`config.mk`:
```
export PLATFORM = sky130hd
export DESIGN_NAME = bounded_list_engine
export DESIGN_NICKNAME = d
export VERILOG_FILES = /design/src/ble_pkg.sv /design/src/ble_cell.sv /design/src/bounded_list_engine.sv
export SDC_FILE = /design/constraint.sdc
export NUM_CORES = 2
export LEC_CHECK = 0
export BUFFER_PORTS_ARGS = -buffer_cell sky130_fd_sc_hd__buf_2
export CAP_MARGIN = 10
export CORE_MARGIN = 3
export CORE_UTILIZATION = 55
export DETAILED_ROUTE_END_ITERATION = 12
export GPL_ROUTABILITY_DRIVEN = 1
export PLACE_DENSITY = 0.72
export REMOVE_ABC_BUFFERS = 1
export SLEW_MARGIN = 10
export SYNTH_ARGS = -nofsm -noshare
export SYNTH_HDL_FRONTEND = slang
export SYNTH_SLANG_ARGS = --single-unit
```
`constraint.sdc`:
```
create_clock -name clk_i -period 13 [get_ports clk_i]
set_input_delay 1.3 -clock clk_i [delete_from_list [all_inputs] [get_ports clk_i]]
set_output_delay 1.3 -clock clk_i [all_outputs]
set_load 0.01 [all_outputs]
```
`src/ble_pkg.sv`:
```
// ----------------------------------------------------------------------------
// ble_pkg: shared types and codes of the bounded list engine
// Operation codes, status codes, stream word layout and the control group
// that the top level broadcasts to every list cell.
// ----------------------------------------------------------------------------
package ble_pkg;

  // Operation codes carried in the mode field
  typedef enum logic [2:0] {
    MODE_ADD_FRONT = 3'd0,
    MODE_ADD_END   = 3'd1,
    MODE_RM_FRONT  = 3'd2,
    MODE_RM_END    = 3'd3,
    MODE_RM_MATCH  = 3'd4,
    MODE_QUERY     = 3'd5
  } mode_e;

  // Result status codes
  typedef enum logic [1:0] {
    STAT_OK       = 2'd0,
    STAT_EMPTY    = 2'd1,
    STAT_FULL     = 2'd2,
    STAT_NO_MATCH = 2'd3
  } status_e;

  // Field widths fixed by the word formats
  localparam int unsigned MODE_W   = 3;
  localparam int unsigned VALUE_W  = 32;
  localparam int unsigned COUNT_W  = 5;
  localparam int unsigned STATUS_W = 2;

  // Input word: mode, value, zero fill to whole bytes
  localparam int unsigned IN_BITS   = MODE_W + VALUE_W;
  localparam int unsigned IN_DATA_W = ((IN_BITS + 7) / 8) * 8;

  // Output word: item_count, is_empty, front_value, found, status, zero fill
  localparam int unsigned OUT_BITS   = COUNT_W + 1 + VALUE_W + 1 + STATUS_W;
  localparam int unsigned OUT_DATA_W = ((OUT_BITS + 7) / 8) * 8;

  // Bit positions in the output word
  localparam int unsigned OUT_EMPTY_B  = COUNT_W;
  localparam int unsigned OUT_FRONT_LO = COUNT_W + 1;
  localparam int unsigned OUT_FOUND_B  = OUT_FRONT_LO + VALUE_W;
  localparam int unsigned OUT_STAT_LO  = OUT_FOUND_B + 1;

  // Per-operation strobes sent to all cells (already qualified by accept)
  typedef struct packed {
    logic add_front;   // shift the whole row up, new item enters cell 0
    logic add_end;     // cell at position count loads the new item
    logic rm_front;    // shift the whole row down by one
    logic rm_match;    // cells at or after the first match shift down
  } cell_ctrl_t;

endpackage

```
`src/ble_cell.sv`:
```
// ----------------------------------------------------------------------------
// ble_cell: one slot of the list
// Holds a single item, compares it against the search key, extends the
// first-match chain and takes its next value from itself, a neighbor or
// the incoming item.
// ----------------------------------------------------------------------------
module ble_cell #(
  parameter int unsigned IDX        = 0,
  parameter int unsigned ITEM_WIDTH = 32,
  parameter int unsigned CNT_W      = 5
) (
  input  logic                  clk_i,
  input  ble_pkg::cell_ctrl_t   ctrl_i,
  input  logic [CNT_W-1:0]      count_i,
  input  logic [ITEM_WIDTH-1:0] item_i,     // new item / search key
  input  logic [ITEM_WIDTH-1:0] lower_i,    // item of the cell below
  input  logic [ITEM_WIDTH-1:0] upper_i,    // item of the cell above
  input  logic                  match_i,    // a match at a lower position
  output logic                  match_o,    // a match here or lower
  output logic [ITEM_WIDTH-1:0] data_o,
  output logic [ITEM_WIDTH-1:0] next_o
);

  logic [ITEM_WIDTH-1:0] data_q, data_d;
  logic                  occupied;
  logic                  hit;

  // Occupancy and compare
  assign occupied = CNT_W'(IDX) < count_i;
  assign hit      = occupied && (data_q == item_i);
  assign match_o  = match_i | hit;

  // Next value select
  always_comb begin
    data_d = data_q;
    if (ctrl_i.add_front) begin
      data_d = lower_i;
    end else if (ctrl_i.add_end && (count_i == CNT_W'(IDX))) begin
      data_d = item_i;
    end else if (ctrl_i.rm_front || (ctrl_i.rm_match && match_o)) begin
      data_d = upper_i;
    end
  end

  // Payload storage, no reset
  always_ff @(posedge clk_i) begin
    data_q <= data_d;
  end

  assign data_o = data_q;
  assign next_o = data_d;

endmodule

```
`src/bounded_list_engine.sv`:
```
// A result word is registered in the cycle after its input word is taken.
// Throughput: one word per cycle while no result word is stalled; the compare,
// first-match chain and shift select over all DEPTH cells are combinational.
// The first-match ripple through the cell row sets the critical path.
// Reset: the item count clears and the output goes invalid; items held in the
// cells are not cleared and are never read above the count.
// ----------------------------------------------------------------------------
// bounded_list_engine: ordered list of up to DEPTH items
// Add or remove at either end, remove the first equal item closing the gap,
// or query for an item. Every input word returns one status word.
// ----------------------------------------------------------------------------
module bounded_list_engine #(
  parameter int unsigned DEPTH      = 16,
  parameter int unsigned ITEM_WIDTH = 32
) (
  input  logic                           clk_i,
  input  logic                           rst_ni,
  // input words
  input  logic                           s_axis_tvalid_i,
  output logic                           s_axis_tready_o,
  // [2:0] mode, [34:3] value, rest zero
  input  logic [ble_pkg::IN_DATA_W-1:0]  s_axis_tdata_i,
  // result words
  output logic                           m_axis_tvalid_o,
  input  logic                           m_axis_tready_i,
  // [4:0] item_count, [5] is_empty, [37:6] front_value, [38] found,
  // [40:39] status, rest zero
  output logic [ble_pkg::OUT_DATA_W-1:0] m_axis_tdata_o
);

  localparam int unsigned CNT_W = $clog2(DEPTH + 1);
  localparam int unsigned VW    = (ITEM_WIDTH < ble_pkg::VALUE_W) ? ITEM_WIDTH
                                                                  : ble_pkg::VALUE_W;

  logic                          accept;
  logic [ble_pkg::MODE_W-1:0]    mode;
  logic [ble_pkg::VALUE_W-1:0]   value;
  logic [ITEM_WIDTH-1:0]         item;
  logic [CNT_W-1:0]              count_q, count_d;
  logic                          full, empty, found;
  ble_pkg::status_e              status;
  ble_pkg::cell_ctrl_t           ctrl;
  logic                          out_valid_q;
  logic [ble_pkg::OUT_DATA_W-1:0] out_data_q, out_data_d;
  logic [ble_pkg::VALUE_W-1:0]   front;

  logic [ITEM_WIDTH-1:0]         cell_data [DEPTH];
  logic [ITEM_WIDTH-1:0]         cell_next [DEPTH];
  logic                          match_chain [DEPTH+1];

  // Input word unpack, item masked to the stored width
  assign mode  = s_axis_tdata_i[ble_pkg::MODE_W-1:0];
  assign value = s_axis_tdata_i[ble_pkg::IN_BITS-1:ble_pkg::MODE_W];
  assign item  = ITEM_WIDTH'(value[VW-1:0]);

  // Output register frees as soon as the pending word is taken
  assign s_axis_tready_o = !out_valid_q || m_axis_tready_i;
  assign accept          = s_axis_tvalid_i && s_axis_tready_o;

  assign full  = (count_q == CNT_W'(DEPTH));
  assign empty = (count_q == '0);
  assign found = match_chain[DEPTH];

  // Operation decode
  always_comb begin
    ctrl    = '0;
    count_d = count_q;
    status  = ble_pkg::STAT_OK;
    unique case (mode)
      ble_pkg::MODE_ADD_FRONT: begin
        if (full) begin
          status = ble_pkg::STAT_FULL;
        end else begin
          ctrl.add_front = accept;
          count_d        = count_q + CNT_W'(1);
        end
      end
      ble_pkg::MODE_ADD_END: begin
        if (full) begin
          status = ble_pkg::STAT_FULL;
        end else begin
          ctrl.add_end = accept;
          count_d      = count_q + CNT_W'(1);
        end
      end
      ble_pkg::MODE_RM_FRONT: begin
        if (empty) begin
          status = ble_pkg::STAT_EMPTY;
        end else begin
          ctrl.rm_front = accept;
          count_d       = count_q - CNT_W'(1);
        end
      end
      ble_pkg::MODE_RM_END: begin
        if (empty) begin
          status = ble_pkg::STAT_EMPTY;
        end else begin
          count_d = count_q - CNT_W'(1);
        end
      end
      ble_pkg::MODE_RM_MATCH: begin
        // no match means no cell shifts
        ctrl.rm_match = accept;
        if (empty) begin
          status = ble_pkg::STAT_EMPTY;
        end else if (!found) begin
          status = ble_pkg::STAT_NO_MATCH;
        end else begin
          count_d = count_q - CNT_W'(1);
        end
      end
      default: begin
      end
    endcase
  end

  // Row of cells; cell 0 takes the new item from below
  assign match_chain[0] = 1'b0;

  for (genvar g = 0; g < DEPTH; g++) begin : g_cell
    logic [ITEM_WIDTH-1:0] lower, upper;
    if (g == 0) begin : g_first
      assign lower = item;
    end else begin : g_mid
      assign lower = cell_data[g-1];
    end
    if (g == DEPTH - 1) begin : g_last
      assign upper = '0;
    end else begin : g_inner
      assign upper = cell_data[g+1];
    end

    ble_cell #(
      .IDX        (g),
      .ITEM_WIDTH (ITEM_WIDTH),
      .CNT_W      (CNT_W)
    ) u_cell (
      .clk_i   (clk_i),
      .ctrl_i  (ctrl),
      .count_i (count_q),
      .item_i  (item),
      .lower_i (lower),
      .upper_i (upper),
      .match_i (match_chain[g]),
      .match_o (match_chain[g+1]),
      .data_o  (cell_data[g]),
      .next_o  (cell_next[g])
    );
  end

  // Result word from the state after this operation
  always_comb begin
    front      = (count_d == '0) ? '0 : ble_pkg::VALUE_W'(cell_next[0][VW-1:0]);
    out_data_d = '0;
    out_data_d[ble_pkg::COUNT_W-1:0]                       = ble_pkg::COUNT_W'(count_d);
    out_data_d[ble_pkg::OUT_EMPTY_B]                       = (count_d == '0);
    out_data_d[ble_pkg::OUT_FOUND_B-1:ble_pkg::OUT_FRONT_LO] = front;
    out_data_d[ble_pkg::OUT_FOUND_B] = found && ((mode == ble_pkg::MODE_RM_MATCH) ||
                                                 (mode == ble_pkg::MODE_QUERY));
    out_data_d[ble_pkg::OUT_STAT_LO +: ble_pkg::STATUS_W]  = status;
  end

  // Control state
  always_ff @(posedge clk_i or negedge rst_ni) begin
    if (!rst_ni) begin
      count_q     <= '0;
      out_valid_q <= 1'b0;
    end else begin
      if (accept) begin
        count_q <= count_d;
      end
      if (accept) begin
        out_valid_q <= 1'b1;
      end else if (m_axis_tready_i) begin
        out_valid_q <= 1'b0;
      end
    end
  end

  // Result payload
  always_ff @(posedge clk_i) begin
    if (accept) begin
      out_data_q <= out_data_d;
    end
  end

  assign m_axis_tvalid_o = out_valid_q;
  assign m_axis_tdata_o  = out_data_q;

endmodule

```
## Word-level counts from Yosys, hierarchy flattened

Cells that the tools add are included.
W data, S select, Z words.

| word-level totals | value |
|---|---|
| bits in registers | 559 |
| bits of input ports | 44 |
| output and inout bits | 50 |
| word-level logic and storage cells | 246 |

| operators by class | value |
|---|---|
| add/sub/neg operators | 2 |
| order comparisons | 16 |
| eq/ne operators | 37 |
| multiplexer cells | 66 |
| bitwise logic cells | 15 |
| reduce and logical (&&, ||, !) cells | 90 |

Operators by type and width:

| kind | count |
|---|---|
| $mux W32 | 48 |
| $eq A32 B32 Y1 | 16 |
| $logic_and A1 B1 Y1 | 50 |
| $reduce_bool A3 Y1 | 15 |
| $eq A5 B4 Y1 const B | 8 |
| $lt A4 B5 Y1 const A | 8 |
| $eq A5 B3 Y1 const B | 4 |
| $lt A3 B5 Y1 const A | 4 |
| $mux W5 | 4 |
| $logic_or A1 B1 Y1 | 18 |
| $or A1 B1 Y1 | 15 |
| $pmux W5 S3 | 1 |
| $eq A5 B2 Y1 const B | 2 |
| $logic_not A5 Y1 | 2 |
| $lt A1 B5 Y1 const A | 2 |
| $lt A2 B5 Y1 const A | 2 |
| $mux W1 | 9 |
| $eq A3 B2 Y1 const B | 2 |
| $eq A3 B3 Y1 const B | 2 |
| $mux W2 | 3 |
| $pmux W2 S3 | 1 |
| $add A5 B1 Y5 const B | 1 |
| $eq A5 B1 Y1 const B | 1 |
| $eq A5 B5 Y1 const B | 1 |
| 6 further kinds | 7 |

## Depth between registers and ports, before layout

| depth | value |
|---|---|
| depth in word-level cells | 22 |
| gate-level depth with buffers | 15 |
| depth with buffers taken out | 11 |

## Hierarchy

A second synthesis with hierarchy kept.

| second synthesis, totals | value |
|---|---|
| cell total of the unflattened synthesis | 5570 |
| area, all modules | 41642.4 µm² |

By module, submodules not included:

| module | times used | cells an instance | area an instance (µm²) | seq. area each (µm²) |
|---|---|---|---|---|
| ble_cell at g_cell[15].u_cell | 1 | 423 | 3315.7 | 640.6 |
| ble_cell at g_cell[12].u_cell | 1 | 390 | 2919.0 | 640.6 |
| ble_cell at g_cell[11].u_cell | 1 | 272 | 2800.2 | 640.6 |
| ble_cell at g_cell[3].u_cell | 1 | 374 | 2568.7 | 640.6 |
| ble_cell at g_cell[8].u_cell | 1 | 309 | 2549.9 | 640.6 |
| ble_cell at g_cell[0].u_cell | 1 | 339 | 2416.1 | 640.6 |
| bounded_list_engine | 1 | 219 | 2391.0 | 1381.3 |
| ble_cell at g_cell[6].u_cell | 1 | 346 | 2324.7 | 640.6 |
| ble_cell at g_cell[1].u_cell | 1 | 339 | 2312.2 | 640.6 |
| ble_cell at g_cell[9].u_cell | 1 | 344 | 2307.2 | 640.6 |
| ble_cell at g_cell[14].u_cell | 1 | 346 | 2292.2 | 640.6 |
| ble_cell at g_cell[2].u_cell | 1 | 338 | 2285.9 | 640.6 |
| ble_cell at g_cell[13].u_cell | 1 | 339 | 2279.7 | 640.6 |
| ble_cell at g_cell[7].u_cell | 1 | 301 | 2243.4 | 640.6 |
| +3 rows | n/a | n/a | n/a | n/a |

## Worst setup path after synthesis

Ideal clock, no wire load.

| timing | value |
|---|---|
| kind | input-to-reg |
| from | input port s_axis_tdata_i[7] (netlist name) |
| to | register g_cell[12].u_cell.data_q[0] (enable) |
| setup time | 0.466 ns |
| arrival | 5.556 ns |
| data required time | 12.534 ns |
| path slack | 6.978 ns |
| cell stages on the path | 10 |
| buffers on the path | 1 |
| cells stage by stage | buf_2 -> xor2_1 -> or4_1 -> or4_4 -> nor3_4 -> a2111oi_2 -> clkinv_2 -> nor2_1 -> and2_1 -> o21ai_0 |

| on the way | value |
|---|---|
| word-level cells in the longest chain between the ends | 17 |
| elaborated cells on any way between the ends | 41 |
| classes of those cells | 13 x eq/ne; 12 x bitwise; 16 x reduce/logical |

RTL lines:

| item | RTL line | RTL |
|---|---|---|
| start: declaration | bounded_list_engine.sv:22 | `input logic [ble_pkg::IN_DATA_W-1:0] s_axis_tdata_i,` |
| $eq A32 B32 Y1 | ble_cell.sv:30 | `assign hit = occupied && (data_q == item_i);` |
| $logic_and A1 B1 Y1 | ble_cell.sv:30 |  |
| $or A1 B1 Y1 (11 in series) | ble_cell.sv:31 | `assign match_o = match_i \| hit;` |
| $or A1 B1 Y1 * | ble_cell.sv:31 |  |
| $logic_and A1 B1 Y1 * | ble_cell.sv:40 | `end else if (ctrl_i.rm_front \|\| (ctrl_i.rm_match && match_o)) begin` |
| $logic_or A1 B1 Y1 * | ble_cell.sv:40 |  |
| $reduce_bool A3 Y1 (no line) * | n/a |  |
| end signal: assignment | ble_cell.sv:47 | `data_q <= data_d;` |
| end: declaration | ble_cell.sv:24 | `logic [ITEM_WIDTH-1:0] data_q, data_d;` |

Every way passes the cells marked *; elsewhere a longest branch is shown, timed or not.
A chain may end at the register's enable or synchronous reset.

==> results.json <==
{
  "core_area_um2": 63800,
  "regArea_um2": 16400,
  "numCtsBuffers": 67,
  "yosys_warnings": 0,
  "fmax_mhz": 174,
  "netlist_area_um2": 35800,
  "static-leakage-power_nw": 14.2,
  "wirelength_um": 124000,
  "antenna_left": 0,
  "timing.final.ws_setup_ns": 7.26,
  "yosysTopAreaCell": "edfxtp_1",
  "start_util_pct": 56.2,
  "final_max_slew_viol_count": 0,
  "drive_gt1_share_pct": 9.27,
  "first_iter_violations": 3874,
  "critPathCaptureType": "flop",
  "syn_avg_cell_area_um2": 10.1,
  "worstPathMaxFanout": 265,
  "port_buffers": 81,
  "synth_seq_cells": 559,
  "grt_use_total_pct": 35.7,
  "syn_to_final_growth_pct": 7.33,
  "nNetsFinal": 3485,
  "ctsLongestPathBuffers": 3,
  "r2r-start": "count_q[1]",
  "crit_start": "count_q[1]",
  "rows": 92,
  "pin_count": 94,
  "p_per_area_nw_per_um2": 136,
  "cts_setup_buffers": 0,
  "grt.overflow.total": 0,
  "start_kind": "flop",
  "reg2reg_depth": 9,
  "crit_type": "flop to flop",
  "fin_skew_ns": 0.0332,
  "min_period_ns": 5.74,
  "setup_tns_ns": 0,
  "drv_cap": 0,
  "hold_buffers": 0,
  "max_slew_margin_pct": 12.6,
  "yosysUniqueCellTypes": 83,
  "drt_pass1_iterations": 6,
  "worst_slew_pin_slew_ns": 1.31,
  "yosys-top-cells-count": "nand2_1, edfxtp_1, mux2i_1",
  "dpl.hpwl_um": 86900,
  "critical_path_required_ns": 13.30,
  "ir_drop_mv": 0.106,
  "r2r-end": "g_cell[8].u_cell.data_o[8]",
  "antenna_found_initial": 0,
  "ctsRootBufferMaster": "clkbuf_16",
  "grt_pass1_vias": 27781,
  "dieArea_um2": 68300,
  "cts_resized": 0,
  "ys_seq_area_share_pct": 45.9,
  "clk_pin_slew_ns": 0.06,
  "fin_crit_sh_pct": 44.2,
  "clock_latency_ns": 0.61,
  "grt_max_degree": 266,
  "crit_end": "g_cell[8].u_cell.data_o[8]",
  "rsz0062_at_grt": "false",
  "postSynthCellCount": 3534,
  "ys.flop_type": "edfxtp_1",
  "diodes": 0,
  "vias_per_cell": 6.62,
  "fp.dieH_um": 261,
  "rrSetupSlack_ns": 7.26,
  "synth_top_area_share_pct": 43.7,
  "place.gp.congestion": 1.03,
  "tritoncts": "done",
  "die_x_um": 261,
  "synth-edff-count": 521,
  "finalHoldViolations": 0,
  "multi_input_area_um2": 18000,
  "dp_slack_ns": 7.01,
  "drc": 0,
  "cts.sink_count": 559,
  "synth.most_common_cell": "nand2_1",
  "synth.area.top_cells": "edfxtp_1, mux2i_1, xor2_1",
  "cts_max_level": 3,
  "grt_pass1_wl_um": 181000,
  "hp-class": "input pin to async pin",
  "synthArstFlopShare_pct": 1.07,
  "vias": 28696,
  "crit_arrival_ns": 6.05,
  "routedWlPerCell_um": 28.7,
  "fill_cells": 5426,
  "status": "finished, final reports clean",
  "setup_viol": 0
}
## worst max-delay path, stage by stage, from the launching register on
cell      delay [ns]
dfrtp_1         0.82
inv_1           0.37
ha_1            0.48
and3_1          0.29
nand2b_1        0.24
nor3_2          0.19
buf_4           0.85
buf_12          0.59
buf_4           0.80
o21ai_0         0.23
## placed cells by master, fill, tap and decap left out, types with 7 or more instances in the layout
cell type / instances
o21ai_1: 60
or4_1: 7
a21boi_2: 30
nand4_1: 96
o21ai_0: 432
inv_1: 9
nand4b_1: 8
nand2_1: 538
nand2_2: 9
or3_1: 9
a21oi_1: 44
edfxtp_1: 521
clkbuf_1: 14
buf_4: 64
clkinv_1: 13
buf_2: 81
clkinv_2: 14
nand2b_1: 10
xor2_1: 323
and3_1: 9
o21ai_2: 8
nor4b_1: 14
nor4_1: 136
nor3_1: 34
mux2i_1: 450
xnor2_1: 198
nor2_1: 68
nand3_1: 26
dfxtp_1: 32
clkbuf_16: 69
conb_1: 7
a22o_1: 32
## layer usage
metal | vias to the layer above | global-route usage (%) | share of wire (%)
met2 | 1694 | 58.5 | 47
met3 | 403 | 5.90 | 9.5
met1 | 14016 | 46.2 | 38
met5 | - | 0 | 0
li1 | 12583 | - | -
met4 | 0 | 17.5 | 5.3
## area by class of cell
class	instances	area share, %
inverters	13	0.130
multi-input cells	2648	46.7
repair buffers	147	2.41
clock inverters	33	0.560
clock buffers	86	4.73
well taps	846	2.75
flip-flops and latches	559	42.7
## sequential cells by signal (all words and copies together) (netlist names)
signal	flops
count_q	5
g_cell.u_cell.data_o	512
m_axis_tdata_o	41
m_axis_tvalid_o	1
## through the flow
stage	cell area [um^2]	hold slack [ns]	power (mW)	utilization, %	instances
2_1_floorplan	34300	0.544	3.04	-	3220
3_3_place_gp	36400	0.503	3.39	57.1	4213
3_5_place_dp	36400	0.529	3.42	57.1	4213
4_1_cts	38500	0.499	5.20	60.3	4332
5_1_grt	38500	0.512	5.38	60.3	4332
6_report	38500	0.517	5.22	60.3	4332
## how the worst min path moves through the flow
stage / slack [ns] / end / startpoint
after detailed placement: 0.53 / m_axis_tvalid_o / m_axis_tvalid_o
after floorplan: 0.54 / g_cell[1].u_cell.data_o[0] / g_cell[0].u_cell.data_o[0]
after CTS: 0.50 / m_axis_tvalid_o / rst_ni
after global routing: 0.51 / m_axis_tvalid_o / rst_ni
after global placement: 0.50 / m_axis_tvalid_o / m_axis_tvalid_o
final: 0.52 / m_axis_tvalid_o / rst_ni
## where the power goes
part	switching [mW]	total [mW]	internal [mW]
Clock	0.782	1.81	1.03
Sequential	0.157	2.33	2.17
Combinational	0.719	1.08	0.363
## kinds of logic after synthesis
kind of cell / count (synthesis) / synth area share, %
xor+xnor: 521 / 12.7
fa+ha+maj: 5 / 0.175
simple gates: 1009 / 13.6
buf+inv: 333 / 4.41
mux: 450 / 12.6
compound gates: 656 / 10.6
other cells: 1 / 0.0105
flops: 559 / 45.9
No activity file was read; power rests on OpenSTA's default activity.
